`src/hw/rtl/pet_pkg.sv`:
```
// ----------------------------------------------------------------------------
// pet_pkg: shared types and constants of the path expression tokenizer
// Parse modes, error codes, character codes and the index control bundle.
// ----------------------------------------------------------------------------
package pet_pkg;

  localparam int DEFAULT_INDEX_BITS = 32;
  localparam int MODE_W = 4;
  localparam int ERR_W  = 4;
  localparam int CHAR_W = 8;
  localparam int OUT_INDEX_W = 32;

  // Parse modes
  localparam logic [MODE_W-1:0] M_DOLLAR      = 4'd0;
  localparam logic [MODE_W-1:0] M_STEP        = 4'd1;
  localparam logic [MODE_W-1:0] M_DOT_FIRST   = 4'd2;
  localparam logic [MODE_W-1:0] M_DOT_REST    = 4'd3;
  localparam logic [MODE_W-1:0] M_BR_OPEN     = 4'd4;
  localparam logic [MODE_W-1:0] M_WILD_CLOSE  = 4'd5;
  localparam logic [MODE_W-1:0] M_QUOTED      = 4'd6;
  localparam logic [MODE_W-1:0] M_QUOTED_ESC  = 4'd7;
  localparam logic [MODE_W-1:0] M_QUOTE_CLOSE = 4'd8;
  localparam logic [MODE_W-1:0] M_INDEX       = 4'd9;
  localparam logic [MODE_W-1:0] M_SWALLOW     = 4'd10;

  // Error codes
  localparam logic [ERR_W-1:0] E_OK          = 4'd0;
  localparam logic [ERR_W-1:0] E_NO_DOLLAR   = 4'd1;
  localparam logic [ERR_W-1:0] E_BAD_DOT     = 4'd2;
  localparam logic [ERR_W-1:0] E_OPEN_BR     = 4'd3;
  localparam logic [ERR_W-1:0] E_BAD_WILD    = 4'd4;
  localparam logic [ERR_W-1:0] E_ESC_END     = 4'd5;
  localparam logic [ERR_W-1:0] E_BAD_ESC     = 4'd6;
  localparam logic [ERR_W-1:0] E_OPEN_QUOTE  = 4'd7;
  localparam logic [ERR_W-1:0] E_QUOTE_CLOSE = 4'd8;
  localparam logic [ERR_W-1:0] E_INDEX_CLOSE = 4'd9;
  localparam logic [ERR_W-1:0] E_BAD_BRACKET = 4'd10;
  localparam logic [ERR_W-1:0] E_BAD_SYNTAX  = 4'd11;

  // Character codes
  localparam logic [CHAR_W-1:0] CH_DOLLAR = 8'h24;
  localparam logic [CHAR_W-1:0] CH_DOT    = 8'h2E;
  localparam logic [CHAR_W-1:0] CH_LBR    = 8'h5B;
  localparam logic [CHAR_W-1:0] CH_RBR    = 8'h5D;
  localparam logic [CHAR_W-1:0] CH_STAR   = 8'h2A;
  localparam logic [CHAR_W-1:0] CH_UNDER  = 8'h5F;
  localparam logic [CHAR_W-1:0] CH_DQUOTE = 8'h22;
  localparam logic [CHAR_W-1:0] CH_SQUOTE = 8'h27;
  localparam logic [CHAR_W-1:0] CH_BSLASH = 8'h5C;
  localparam logic [CHAR_W-1:0] CH_SLASH  = 8'h2F;
  localparam logic [CHAR_W-1:0] CH_ZERO   = 8'h30;
  localparam logic [CHAR_W-1:0] CH_LOW_N  = 8'h6E;
  localparam logic [CHAR_W-1:0] CH_LOW_R  = 8'h72;
  localparam logic [CHAR_W-1:0] CH_LOW_T  = 8'h74;
  localparam logic [CHAR_W-1:0] CH_LF     = 8'h0A;
  localparam logic [CHAR_W-1:0] CH_CR     = 8'h0D;
  localparam logic [CHAR_W-1:0] CH_TAB    = 8'h09;

  localparam int DIGIT_W = 4;
  localparam int RADIX   = 10;

  // Index accumulator control from the parser
  typedef struct packed {
    logic               start;  // first digit: clear before adding
    logic               add;    // fold one digit into the accumulator
    logic [DIGIT_W-1:0] digit;
  } idx_ctl_t;

  // Token flags from the parser
  typedef struct packed {
    logic              name_valid;
    logic [CHAR_W-1:0] name_char;
    logic              field_done;
    logic              wild_done;
    logic              index_done;
    logic [ERR_W-1:0]  err;
  } tok_t;

  function automatic logic is_alpha(input logic [CHAR_W-1:0] c);
    return (c >= 8'h61 && c <= 8'h7A) || (c >= 8'h41 && c <= 8'h5A);
  endfunction

  function automatic logic is_digit(input logic [CHAR_W-1:0] c);
    return c >= 8'h30 && c <= 8'h39;
  endfunction

endpackage

```
`src/hw/rtl/pet_char_if.sv`:
```
// ----------------------------------------------------------------------------
// pet_char_if: character input channel
// Valid/ready channel that carries one path character and its last flag.
// ----------------------------------------------------------------------------
interface pet_char_if;
  logic       valid;
  logic       ready;
  logic [7:0] char_in;
  logic       last_char;

  modport source (output valid, output char_in, output last_char, input ready);
  modport sink   (input valid, input char_in, input last_char, output ready);
endinterface

```
`src/hw/rtl/pet_token_if.sv`:
```
// ----------------------------------------------------------------------------
// pet_token_if: token output channel
// Valid/ready channel that carries one tokenizer result per character.
// ----------------------------------------------------------------------------
interface pet_token_if;
  logic        valid;
  logic        ready;
  logic        name_char_valid;
  logic [7:0]  name_char;
  logic        field_step_done;
  logic        wildcard_step_done;
  logic        index_step_done;
  logic [31:0] index_value;
  logic        index_saturated;
  logic [3:0]  error_code;
  logic        path_end;

  modport source (output valid, output name_char_valid, output name_char,
                  output field_step_done, output wildcard_step_done,
                  output index_step_done, output index_value,
                  output index_saturated, output error_code, output path_end,
                  input ready);
  modport sink   (input valid, input name_char_valid, input name_char,
                  input field_step_done, input wildcard_step_done,
                  input index_step_done, input index_value,
                  input index_saturated, input error_code, input path_end,
                  output ready);
endinterface

```
`src/hw/rtl/path_expression_tokenizer_unit.sv`:
```
// ----------------------------------------------------------------------------
// path_expression_tokenizer_unit: streaming path expression tokenizer
// Takes one path character per transfer and gives one token result for it.
// ----------------------------------------------------------------------------
//
//  Channel    Dir  Carries                                  Transfer when
//  ---------  ---  ---------------------------------------  ----------------
//  char_ch    in   char_in, last_char                       valid && ready
//  token_ch   out  name char, step done flags, index,       valid && ready
//                  error code, path end
//
//  One character enters per cycle while char_ch.ready is high. Its result passes
//  through the input register, then the result register, onto token_ch and
//  leaves at an edge with ready high. The parse state updates as a character leaves the
//  input register. rst (synchronous) empties both registers and returns the
//  parser to expecting '$'. A stall on token_ch holds the result register; the
//  input register still fills, so char_ch drops ready only when both are full.
//
module path_expression_tokenizer_unit #(
  parameter int INDEX_BITS = pet_pkg::DEFAULT_INDEX_BITS
) (
  input logic           clk,
  input logic           rst,
  pet_char_if.sink      char_ch,
  pet_token_if.source   token_ch
);

  // Input register
  logic                       in_valid;
  logic [pet_pkg::CHAR_W-1:0] in_char;
  logic                       in_last;

  // Parse state
  logic [pet_pkg::MODE_W-1:0] mode;
  logic                       quote_is_double;
  logic [INDEX_BITS-1:0]      index_accum;
  logic                       accum_saturated;

  // Step logic outputs
  logic [pet_pkg::MODE_W-1:0] mode_next;
  logic                       quote_load;
  pet_pkg::idx_ctl_t          idx_ctl;
  pet_pkg::tok_t              tok;
  logic [INDEX_BITS-1:0]      index_accum_next;
  logic                       accum_saturated_next;

  // Result register
  logic                         out_valid;
  pet_pkg::tok_t                out_tok;
  logic [pet_pkg::OUT_INDEX_W-1:0] out_index;
  logic                         out_sat;
  logic                         out_last;

  logic out_free;
  logic advance;

  // The result register frees up when empty or when its transfer happens
  assign out_free     = !out_valid || token_ch.ready;
  assign advance      = in_valid && out_free;
  assign char_ch.ready = !in_valid || out_free;

  always_ff @(posedge clk) begin
    if (rst) begin
      in_valid <= 1'b0;
    end else if (char_ch.ready) begin
      in_valid <= char_ch.valid;
    end
  end

  always_ff @(posedge clk) begin
    if (char_ch.ready && char_ch.valid) begin
      in_char <= char_ch.char_in;
      in_last <= char_ch.last_char;
    end
  end

  pet_parse u_parse (
    .mode            (mode),
    .quote_is_double (quote_is_double),
    .char_in         (in_char),
    .last_char       (in_last),
    .mode_next       (mode_next),
    .quote_load      (quote_load),
    .idx_ctl         (idx_ctl),
    .tok             (tok)
  );

  pet_index #(
    .INDEX_BITS (INDEX_BITS)
  ) u_index (
    .accum          (index_accum),
    .saturated      (accum_saturated),
    .ctl            (idx_ctl),
    .accum_next     (index_accum_next),
    .saturated_next (accum_saturated_next)
  );

  // Advance the parse state once per character, as it moves to the result stage
  always_ff @(posedge clk) begin
    if (rst) begin
      mode            <= pet_pkg::M_DOLLAR;
      quote_is_double <= 1'b0;
      index_accum     <= '0;
      accum_saturated <= 1'b0;
    end else if (advance) begin
      mode            <= mode_next;
      index_accum     <= index_accum_next;
      accum_saturated <= accum_saturated_next;
      if (quote_load) quote_is_double <= (in_char == pet_pkg::CH_DQUOTE);
    end
  end

  always_ff @(posedge clk) begin
    if (rst) begin
      out_valid <= 1'b0;
    end else if (out_free) begin
      out_valid <= in_valid;
    end
  end

  // Index fields are zero unless an index step finishes on this character
  always_ff @(posedge clk) begin
    if (advance) begin
      out_tok   <= tok;
      out_index <= tok.index_done ? pet_pkg::OUT_INDEX_W'(index_accum_next) : '0;
      out_sat   <= tok.index_done && accum_saturated_next;
      out_last  <= in_last;
    end
  end

  assign token_ch.valid              = out_valid;
  assign token_ch.name_char_valid    = out_tok.name_valid;
  assign token_ch.name_char          = out_tok.name_char;
  assign token_ch.field_step_done    = out_tok.field_done;
  assign token_ch.wildcard_step_done = out_tok.wild_done;
  assign token_ch.index_step_done    = out_tok.index_done;
  assign token_ch.index_value        = out_index;
  assign token_ch.index_saturated    = out_sat;
  assign token_ch.error_code         = out_tok.err;
  assign token_ch.path_end           = out_last;

endmodule

```
`src/hw/rtl/pet_parse.sv`:
```
// ----------------------------------------------------------------------------
// pet_parse: per-character parse step
// Next parse mode, escape decoding, step completion and error detection.
// ----------------------------------------------------------------------------
module pet_parse (
  input  logic [pet_pkg::MODE_W-1:0] mode,
  input  logic                       quote_is_double,
  input  logic [pet_pkg::CHAR_W-1:0] char_in,
  input  logic                       last_char,
  output logic [pet_pkg::MODE_W-1:0] mode_next,
  output logic                       quote_load,
  output pet_pkg::idx_ctl_t          idx_ctl,
  output pet_pkg::tok_t              tok
);

  logic [pet_pkg::MODE_W-1:0] step_mode;
  logic [pet_pkg::ERR_W-1:0]  err;
  logic [pet_pkg::ERR_W-1:0]  end_err;
  logic [pet_pkg::CHAR_W-1:0] quote_ch;
  logic [pet_pkg::CHAR_W-1:0] nch;
  logic                       nvalid;
  logic                       fdone;
  logic                       wdone;
  logic                       idone;
  logic                       dig;
  logic                       ident_start;
  logic                       ident_char;

  assign dig         = pet_pkg::is_digit(char_in);
  assign ident_start = pet_pkg::is_alpha(char_in) || char_in == pet_pkg::CH_UNDER;
  assign ident_char  = ident_start || dig;
  assign quote_ch    = quote_is_double ? pet_pkg::CH_DQUOTE : pet_pkg::CH_SQUOTE;

  always_comb begin
    step_mode     = mode;
    err           = pet_pkg::E_OK;
    nvalid        = 1'b0;
    nch           = '0;
    fdone         = 1'b0;
    wdone         = 1'b0;
    idone         = 1'b0;
    quote_load    = 1'b0;
    idx_ctl.start = 1'b0;
    idx_ctl.add   = 1'b0;
    idx_ctl.digit = pet_pkg::DIGIT_W'(char_in - pet_pkg::CH_ZERO);
    case (mode)
      pet_pkg::M_DOLLAR: begin
        if (char_in == pet_pkg::CH_DOLLAR) step_mode = pet_pkg::M_STEP;
        else err = pet_pkg::E_NO_DOLLAR;
      end
      pet_pkg::M_STEP: begin
        if (char_in == pet_pkg::CH_DOT) step_mode = pet_pkg::M_DOT_FIRST;
        else if (char_in == pet_pkg::CH_LBR) step_mode = pet_pkg::M_BR_OPEN;
        else err = pet_pkg::E_BAD_SYNTAX;
      end
      pet_pkg::M_DOT_FIRST: begin
        if (ident_start) begin
          nvalid    = 1'b1;
          nch       = char_in;
          step_mode = pet_pkg::M_DOT_REST;
        end else begin
          err = pet_pkg::E_BAD_DOT;
        end
      end
      pet_pkg::M_DOT_REST: begin
        if (ident_char) begin
          nvalid = 1'b1;
          nch    = char_in;
        end else if (char_in == pet_pkg::CH_DOT) begin
          fdone     = 1'b1;
          step_mode = pet_pkg::M_DOT_FIRST;
        end else if (char_in == pet_pkg::CH_LBR) begin
          fdone     = 1'b1;
          step_mode = pet_pkg::M_BR_OPEN;
        end else begin
          err = pet_pkg::E_BAD_SYNTAX;
        end
      end
      pet_pkg::M_BR_OPEN: begin
        if (char_in == pet_pkg::CH_STAR) begin
          step_mode = pet_pkg::M_WILD_CLOSE;
        end else if (char_in == pet_pkg::CH_DQUOTE || char_in == pet_pkg::CH_SQUOTE) begin
          quote_load = 1'b1;
          step_mode  = pet_pkg::M_QUOTED;
        end else if (dig) begin
          idx_ctl.start = 1'b1;
          idx_ctl.add   = 1'b1;
          step_mode     = pet_pkg::M_INDEX;
        end else begin
          err = pet_pkg::E_BAD_BRACKET;
        end
      end
      pet_pkg::M_WILD_CLOSE: begin
        if (char_in == pet_pkg::CH_RBR) begin
          wdone     = 1'b1;
          step_mode = pet_pkg::M_STEP;
        end else begin
          err = pet_pkg::E_BAD_WILD;
        end
      end
      pet_pkg::M_QUOTED: begin
        if (char_in == quote_ch) begin
          step_mode = pet_pkg::M_QUOTE_CLOSE;
        end else if (char_in == pet_pkg::CH_BSLASH) begin
          step_mode = pet_pkg::M_QUOTED_ESC;
        end else begin
          nvalid = 1'b1;
          nch    = char_in;
        end
      end
      pet_pkg::M_QUOTED_ESC: begin
        nvalid    = 1'b1;
        step_mode = pet_pkg::M_QUOTED;
        if (char_in == pet_pkg::CH_BSLASH || char_in == pet_pkg::CH_DQUOTE ||
            char_in == pet_pkg::CH_SQUOTE || char_in == pet_pkg::CH_SLASH) begin
          nch = char_in;
        end else if (char_in == pet_pkg::CH_LOW_N) begin
          nch = pet_pkg::CH_LF;
        end else if (char_in == pet_pkg::CH_LOW_R) begin
          nch = pet_pkg::CH_CR;
        end else if (char_in == pet_pkg::CH_LOW_T) begin
          nch = pet_pkg::CH_TAB;
        end else begin
          nvalid = 1'b0;
          err    = pet_pkg::E_BAD_ESC;
        end
      end
      pet_pkg::M_QUOTE_CLOSE: begin
        if (char_in == pet_pkg::CH_RBR) begin
          fdone     = 1'b1;
          step_mode = pet_pkg::M_STEP;
        end else begin
          err = pet_pkg::E_QUOTE_CLOSE;
        end
      end
      pet_pkg::M_INDEX: begin
        if (dig) begin
          idx_ctl.add = 1'b1;
        end else if (char_in == pet_pkg::CH_RBR) begin
          idone     = 1'b1;
          step_mode = pet_pkg::M_STEP;
        end else begin
          err = pet_pkg::E_INDEX_CLOSE;
        end
      end
      default: begin
        step_mode = pet_pkg::M_SWALLOW;
      end
    endcase
    if (err != pet_pkg::E_OK) step_mode = pet_pkg::M_SWALLOW;
  end

  // End of path: close an open dot field, flag any other open step
  always_comb begin
    end_err = pet_pkg::E_OK;
    if (last_char) begin
      case (step_mode)
        pet_pkg::M_DOT_FIRST:   end_err = pet_pkg::E_BAD_DOT;
        pet_pkg::M_BR_OPEN:     end_err = pet_pkg::E_OPEN_BR;
        pet_pkg::M_WILD_CLOSE:  end_err = pet_pkg::E_BAD_WILD;
        pet_pkg::M_QUOTED_ESC:  end_err = pet_pkg::E_ESC_END;
        pet_pkg::M_QUOTED:      end_err = pet_pkg::E_OPEN_QUOTE;
        pet_pkg::M_QUOTE_CLOSE: end_err = pet_pkg::E_QUOTE_CLOSE;
        pet_pkg::M_INDEX:       end_err = pet_pkg::E_INDEX_CLOSE;
        default:                end_err = pet_pkg::E_OK;
      endcase
    end
  end

  always_comb begin
    tok.err = (err != pet_pkg::E_OK) ? err : end_err;
    if (tok.err != pet_pkg::E_OK) begin
      tok.name_valid = 1'b0;
      tok.name_char  = '0;
      tok.field_done = 1'b0;
      tok.wild_done  = 1'b0;
      tok.index_done = 1'b0;
    end else begin
      tok.name_valid = nvalid;
      tok.name_char  = nvalid ? nch : '0;
      tok.field_done = fdone || (last_char && step_mode == pet_pkg::M_DOT_REST);
      tok.wild_done  = wdone;
      tok.index_done = idone;
    end
    mode_next = last_char ? pet_pkg::M_DOLLAR : step_mode;
  end

endmodule

```
`src/hw/rtl/pet_index.sv`:
```
// ----------------------------------------------------------------------------
// pet_index: decimal index accumulator step
// Fold one digit into the index as acc*10+d, clamp at all ones on overflow.
// ----------------------------------------------------------------------------
module pet_index #(
  parameter int INDEX_BITS = pet_pkg::DEFAULT_INDEX_BITS
) (
  input  logic [INDEX_BITS-1:0] accum,
  input  logic                  saturated,
  input  pet_pkg::idx_ctl_t     ctl,
  output logic [INDEX_BITS-1:0] accum_next,
  output logic                  saturated_next
);

  localparam int PROD_W = INDEX_BITS + pet_pkg::DIGIT_W;

  logic [PROD_W-1:0] base;
  logic [PROD_W-1:0] prod;
  logic              base_sat;
  logic              ovf;

  assign base     = ctl.start ? '0 : PROD_W'(accum);
  assign base_sat = ctl.start ? 1'b0 : saturated;
  // acc*10 as two shifts, then the digit
  assign prod = (base << 3) + (base << 1) + PROD_W'(ctl.digit);
  assign ovf  = prod[PROD_W-1:INDEX_BITS] != '0;

  always_comb begin
    accum_next     = accum;
    saturated_next = saturated;
    if (ctl.add) begin
      if (ovf) begin
        accum_next     = '1;
        saturated_next = 1'b1;
      end else begin
        accum_next     = prod[INDEX_BITS-1:0];
        saturated_next = base_sat;
      end
    end
  end

endmodule

```
`src/flat_wrapper.sv`:
```
// flat-port wrapper written by rule: the top's interface ports become plain ports
module path_expression_tokenizer_unit_flat 
#(
  parameter int INDEX_BITS = pet_pkg::DEFAULT_INDEX_BITS
)
  (clk, rst, char_ch_valid, char_ch_char_in, char_ch_last_char, char_ch_ready, token_ch_valid, token_ch_name_char_valid, token_ch_name_char, token_ch_field_step_done, token_ch_wildcard_step_done, token_ch_index_step_done, token_ch_index_value, token_ch_index_saturated, token_ch_error_code, token_ch_path_end, token_ch_ready);
  pet_char_if char_ch_i ();
  pet_token_if token_ch_i ();
  input logic clk;
  input logic rst;
  input wire logic [$bits(char_ch_i.valid)-1:0] char_ch_valid;
  input wire logic [$bits(char_ch_i.char_in)-1:0] char_ch_char_in;
  input wire logic [$bits(char_ch_i.last_char)-1:0] char_ch_last_char;
  output wire logic [$bits(char_ch_i.ready)-1:0] char_ch_ready;
  output wire logic [$bits(token_ch_i.valid)-1:0] token_ch_valid;
  output wire logic [$bits(token_ch_i.name_char_valid)-1:0] token_ch_name_char_valid;
  output wire logic [$bits(token_ch_i.name_char)-1:0] token_ch_name_char;
  output wire logic [$bits(token_ch_i.field_step_done)-1:0] token_ch_field_step_done;
  output wire logic [$bits(token_ch_i.wildcard_step_done)-1:0] token_ch_wildcard_step_done;
  output wire logic [$bits(token_ch_i.index_step_done)-1:0] token_ch_index_step_done;
  output wire logic [$bits(token_ch_i.index_value)-1:0] token_ch_index_value;
  output wire logic [$bits(token_ch_i.index_saturated)-1:0] token_ch_index_saturated;
  output wire logic [$bits(token_ch_i.error_code)-1:0] token_ch_error_code;
  output wire logic [$bits(token_ch_i.path_end)-1:0] token_ch_path_end;
  input wire logic [$bits(token_ch_i.ready)-1:0] token_ch_ready;
  assign char_ch_i.valid = char_ch_valid;
  assign char_ch_i.char_in = char_ch_char_in;
  assign char_ch_i.last_char = char_ch_last_char;
  assign char_ch_ready = char_ch_i.ready;
  assign token_ch_valid = token_ch_i.valid;
  assign token_ch_name_char_valid = token_ch_i.name_char_valid;
  assign token_ch_name_char = token_ch_i.name_char;
  assign token_ch_field_step_done = token_ch_i.field_step_done;
  assign token_ch_wildcard_step_done = token_ch_i.wildcard_step_done;
  assign token_ch_index_step_done = token_ch_i.index_step_done;
  assign token_ch_index_value = token_ch_i.index_value;
  assign token_ch_index_saturated = token_ch_i.index_saturated;
  assign token_ch_error_code = token_ch_i.error_code;
  assign token_ch_path_end = token_ch_i.path_end;
  assign token_ch_i.ready = token_ch_ready;
  path_expression_tokenizer_unit #(.INDEX_BITS(INDEX_BITS)) u_core (.clk(clk), .rst(rst), .char_ch(char_ch_i), .token_ch(token_ch_i));
endmodule
```
`config.mk`:
```
export PLATFORM = sky130hd
export DESIGN_NAME = path_expression_tokenizer_unit_flat
export DESIGN_NICKNAME = d
export VERILOG_FILES = /design/src/hw/rtl/pet_pkg.sv /design/src/hw/rtl/pet_char_if.sv /design/src/hw/rtl/pet_token_if.sv /design/src/hw/rtl/path_expression_tokenizer_unit.sv /design/src/hw/rtl/pet_parse.sv /design/src/hw/rtl/pet_index.sv /design/src/flat_wrapper.sv
export SDC_FILE = /design/constraint.sdc
export NUM_CORES = 1
export LEC_CHECK = 0
export BUFFER_PORTS_ARGS = -buffer_cell sky130_fd_sc_hd__buf_2
export CORE_UTILIZATION = 30
export DETAILED_ROUTE_END_ITERATION = 6
export GPL_TIMING_DRIVEN = 1
export PLACE_DENSITY = 0.54
export SKIP_LAST_GASP = 1
export SYNTH_ARGS = -nofsm -noshare
export SYNTH_HDL_FRONTEND = slang
export SYNTH_SLANG_ARGS = --single-unit
export TNS_END_PERCENT = 1
```
`constraint.sdc`:
```
create_clock -name clk -period 6.5 [get_ports clk]
set_input_delay 1.3 -clock clk [delete_from_list [all_inputs] [get_ports clk]]
set_output_delay 1.3 -clock clk [all_outputs]
set_load 0.01 [all_outputs]
```
# After elaboration in Yosys (flattened, before gate mapping)
# Cells that the tools add are included.
# Widths: inputs -> output; s select.
[word_totals] in_bits=13 reg_bits=99
[classes] n_addsub=3 n_reduce_logical=27 eq_ne=31 n_lt_le_gt_ge=6 bitwise_logic=2 muxes=77
[ops] cell="$mux 4" n=28
[ops] cell="$mux 32" n=3
[ops] cell="$pmux 4 s9" n=2
[ops] cell="$eq 8x7->1 const B" n=7
[ops] cell="$eq 8x6->1 const B" n=6
[ops] cell="$mux 8" n=5
[ops] cell="$add 36x36->36" n=1
[ops] cell="$add 36x4->36" n=1
[ops] cell="$eq 4x3->1 const B" n=8
[ops] cell="$pmux 8 s4" n=1
[ops] cell="$pmux 4 s7" n=1
[ops] cell="$mux 1" n=24
[ops] cell="$mux 3" n=6
[ops] cell="$eq 4x2->1 const B" n=4
[ops] cell="$eq 4x4->1 const B" n=4
[ops] cell="$ge 8x7->1 const B" n=2
[ops] cell="$le 8x7->1 const B" n=2
[ops] cell="$reduce_bool 4->1" n=3
[ops] cell="$logic_or 1x1->1" n=10
[ops] cell="$eq 8x6->1" n=1
[ops] cell="$ge 8x6->1 const B" n=1
[ops] cell="$le 8x6->1 const B" n=1
[ops] cell="$mux 2" n=4
[ops] cell="$logic_and 1x1->1" n=7
[ops] cell="other kinds (9)" n=14

# Longest topological paths before layout
[logic_depth] word_depth=16 mapped_depth=18

# Cells and area by module
# From an unflattened synthesis, not the netlist that was laid out.
[unflattened] cells_unflattened=867 hier_area_um2=7771.2
[modules_own_cells] mod="path_expression_tokenizer_unit" area_per_inst_um2=3711.1 instances=1 cells_per_inst=282
[modules_own_cells] mod="pet_index" area_per_inst_um2=2822.7 instances=1 cells_per_inst=406
[modules_own_cells] mod="pet_parse" area_per_inst_um2=1237.4 instances=1 cells_per_inst=179

# Worst setup path after synthesis
# No wires, ideal clock.
[synth_timing] path_type="register -> register" start="reg u_core.mode[2] (netlist bit)" end="reg u_core.index_accum[3]" n_path_buf=2 required_time_ps=6409 setup_time_ps=91 slack_ps=2219 stages_incl_launch_ff=18 period_less_slack_ps=4281 t_arrival_ps=4190 cell_sequence="dfxtp_1 nor3b_1 and2b_1 nand4_1 clkbuf_1 and2_1 ha_1 ha_1 a21o_1 a21o_1 a21o_1 a221o_1 a21o_1 o41a_1 mux2i_1 nor2_1 buf_2 a311oi_1"
[synth_between] elab_chain_cells=8
[synth_lines] element="start, declared" line_no="path_expression_tokenizer_unit.sv:34" rtl="logic [pet_pkg::MODE_W-1:0] mode;"
[synth_lines] element="start signal, assigned" line_no="path_expression_tokenizer_unit.sv:101" rtl="mode <= pet_pkg::M_DOLLAR;"
[synth_lines] element="start signal, assigned" line_no="path_expression_tokenizer_unit.sv:106" rtl="mode <= mode_next;"
[synth_lines] element="$eq 4x3->1" line_no="pet_parse.sv:46" rtl="case (mode)"
[synth_lines] element="$mux 1" line_no="pet_parse.sv:46"
[synth_lines] element="$mux 32" line_no="pet_index.sv:22" rtl="assign base = ctl.start ? '0 : PROD_W'(accum);"
[synth_lines] element="$add 36x36->36" line_no="pet_index.sv:25" rtl="assign prod = (base << 3) + (base << 1) + PROD_W'(ctl.digit);"
[synth_lines] element="$add 36x4->36" line_no="pet_index.sv:25"
[synth_lines] element="$reduce_bool 4->1" line_no="pet_index.sv:26" rtl="assign ovf = prod[PROD_W-1:INDEX_BITS] != '0;"
[synth_lines] element="$mux 32" line_no="pet_index.sv:32" rtl="if (ovf) begin"
[synth_lines] element="$mux 32 (*)" line_no="pet_index.sv:31" rtl="if (ctl.add) begin"
[synth_lines] element="end signal, assigned" line_no="path_expression_tokenizer_unit.sv:107" rtl="index_accum <= index_accum_next;"
[synth_lines] element="end, declared" line_no="path_expression_tokenizer_unit.sv:36" rtl="logic [INDEX_BITS-1:0] index_accum;"
# Mark *: on every way between the ends. The rest lies on a longest branch, timed or not.
# A chain may end at the register's enable or synchronous reset.

# Final worst setup path
[layout_timing] start="reg u_core.mode[2] (netlist bit)" end="reg u_core.index_accum[4]"
# Same word-level chain as after synthesis.

==> results.md <==
- Outcome: complete, no violations
- Clock slew at reported path FFs: 0.07 ns
- ANT nets after route: 0
- DR iter-0 viols: 296
- Die Width: 153.6 um
- Setup bufs post-CTS: 0
- Most frequent cells in the layout: nor2_1, buf_2, ha_1, edfxtp_1, nand2_1
- Initial antenna violation count: 0
- Largest net degree at the start of global routing: 66
- Max clock buf depth: 2
- Worst Clk Skew: 0.007384 ns
- Max_cap viols: 0
- Crit. End Element: flop
- Slew headroom: 0.4629
- # diodes: 0
- CP Max Fanout: 37
- EDFF count, synth: 59
- Worst hold path type: reg -> reg
- Hold_buf cts: 0
- Area of the multi-input gates: 4096 um^2
- Fill count: 2,344
- Fin. Hold Viols: 0
- Global-route wire length before repair: 27.83 mm
- DR WL/cell: 15.73 um
- Synth warnings: 0
- Minimum clock period: 5.244 ns
- Crit path cell chain: nor3b_1 -> and2b_1 -> nand4_1 -> buf_4 -> and2_1 -> ha_1 -> ha_1 -> a21o_1 -> a21o_1 -> a21o_1 -> a221o_1 -> a21o_1 -> o41a_1 -> mux2i_1 -> nor2_2 -> buf_4 -> a311oi_1
- Area growth syn-to-layout: 11.80%
- TritonCTS Sinks: 99
- Nets: 839
- Gpl congestion: 0.8650
- Layout Utilization: 0.3414
- Slew Limit Fails: 0
- Worst Path Class, Setup: reg -> reg
- CTS tree: yes
- P_leak: 3.149 nW
- Total number of vias: 5,533
- Slew @ Worst Pin: 0.8057 ns
- Critical Path RT: 6.70 ns
- Avg Inst Size Synth: 9.494 um^2
- Synth Cell Area: 6893 um^2
- Commonest non-fill, non-tap cell in the layout: nor2_1
- Fmax achieved: 0.1907 GHz
- Mapped Nets: 803
- Ys async rst share: 0
- Layout cells sized above 1: 0.1421
- Worst skew pair latency: 0.36 ns
- Total negative slack: 0 ns
- Most used cell, CP: a21o_1
- Critical path's slowest cell: dfxtp_1
- Core region area: 22,570 um^2
- Num CTS Buffers: 9
- Hold WS: 0.4795 ns
- CP max stage delay: 0.59 ns
- Synth Instances: 726
- Post-synthesis sequential area ratio: 0.3732
- Full die area: 23,590 um^2
- Period utilization: 0.8068
- WL final: 16.55 mm
- Critical Path Source Type: flop
- GR Overflow Total: 0
- Die H: 153.6 um
- 1st-pass router iterations: 5
- Overall global routing resource usage: 0.1459
- Arr. time, crit path: 5.45 ns
- VDD IR max: 0.00009986 V
- Sequential Area: 2572 um^2
- Clock root buffer: clkbuf_16
- H-Tree Depth: 3
- Setup Viol. Count Final: 0
- Port Buffers: 64
- Post-cts sizing count: 0
- Synth Register Bits: 99
- Cell row count: 55
- Residual DRC: 0
- RSZ-0062 raised after global routing: false
- I/O pin total: 65
- Vias in the first global route: 5,534
- Pwr Density: 167.2 nW/um^2
- Initial core utilization: 0.3054
- Top_reg_cell synth: edfxtp_1
- Synth unique cells: 72
- Vias/cell: 5.260
- DP HPWL: 12.08 mm
==> sequential cells by signal, indices dropped and copies added, names as in the netlist <==
name,flops
u_core.in_last,1
u_core.token_ch.wildcard_step_done,1
u_core.index_accum,32
u_core.in_valid,1
u_core.token_ch.index_step_done,1
u_core.token_ch.name_char_valid,1
u_core.mode,4
u_core.token_ch.error_code,4
u_core.token_ch.field_step_done,1
u_core.token_ch.name_char,8
u_core.quote_is_double,1
u_core.token_ch.path_end,1
u_core.accum_saturated,1
u_core.in_char,8
u_core.token_ch.valid,1
u_core.token_ch.index_saturated,1
u_core.token_ch.index_value,32
==> cell usage after synthesis (20+ instances only) <==
master / instances / share of area
and2_1: 36 / 0.033
dfxtp_1: 40 / 0.12
a21oi_1: 27 / 0.020
edfxtp_1: 59 / 0.26
nand2_1: 42 / 0.023
clkbuf_1: 35 / 0.019
o21a_1: 37 / 0.040
ha_1: 63 / 0.11
o21ai_0: 31 / 0.023
a21o_1: 20 / 0.022
nor2_1: 70 / 0.038
a311oi_1: 32 / 0.041
==> where the power goes <==
group / internal [mW] / total, mW / switching [mW]
logic: 0.0260 / 0.0703 / 0.0443
clock network: 0.265 / 0.524 / 0.258
registers: 0.679 / 0.695 / 0.0155
==> area by class of cell <==
type,instances,area share
Multi-Input combinational cell,572,0.5316
Sequential cell,99,0.3338
Timing Repair Buffer,70,0.04741
Tap cell,285,0.04627
Clock buffer,10,0.02971
Clock inverter,6,0.006332
Inverter,10,0.004871
==> cell families (layout without fill, tap and decap cells) <==
family          after synthesis  after routing  synth area share
fa+ha+maj                    64             64            0.1173
simple gates                259            259            0.2053
compound gates              213            213            0.2233
mux                           6              6          0.008895
xor+xnor                     30             30           0.03812
buf+inv                      55             96           0.03395
flops                        99             99            0.3732
==> through the flow <==
stage / cells / setup slack, ns / total power [mW] / cell area [um^2]
after detailed placement: 1036 / 1.241 / 0.7810 / 7428
after global placement: 1036 / 1.422 / 0.7805 / 7428
after global routing: 1052 / 0.7780 / 1.347 / 7706
final: 1052 / 1.256 / 1.289 / 7706
after CTS: 1052 / 1.207 / 1.313 / 7706
after floorplan: 726 / 2.219 / 0.7542 / 6893
==> worst max-delay path, delay by kind of cell, from the launching register on <==
family,cells,cell delay [ns]
muxes,1,0.19
AOI/OAI and AO/OA,7,1.55
DFF,1,0.59
adders and majority gates,2,0.68
buffers and inverters,2,0.62
and+or+nand+nor,5,1.44
==> layer usage <==
metal	wire length, um	track usage	vias to the layer above
li1	-	-	2816
met1	7774	0.1843	2614
met2	8113	0.2539	81
met3	382	0.02029	22
met4	276	0.05000	0
met5	0	0	-
==> worst paths after layout <==
kind	from	end	slack [ns]	cells after the start
setup / recovery	u_core.mode[2]$_SDFFE_PP0P_	u_core.index_accum[4]$_SDFFE_PP0P_	1.26	17
hold / removal	u_core.accum_saturated$_SDFFE_PP0P_	u_core.accum_saturated$_SDFFE_PP0P_	0.48	2
setup reg to reg	u_core.mode[2]$_SDFFE_PP0P_	u_core.index_accum[4]$_SDFFE_PP0P_	1.26	17
hold reg to reg	u_core.accum_saturated$_SDFFE_PP0P_	u_core.accum_saturated$_SDFFE_PP0P_	0.48	2
Power figures use the tool's default switching activity.
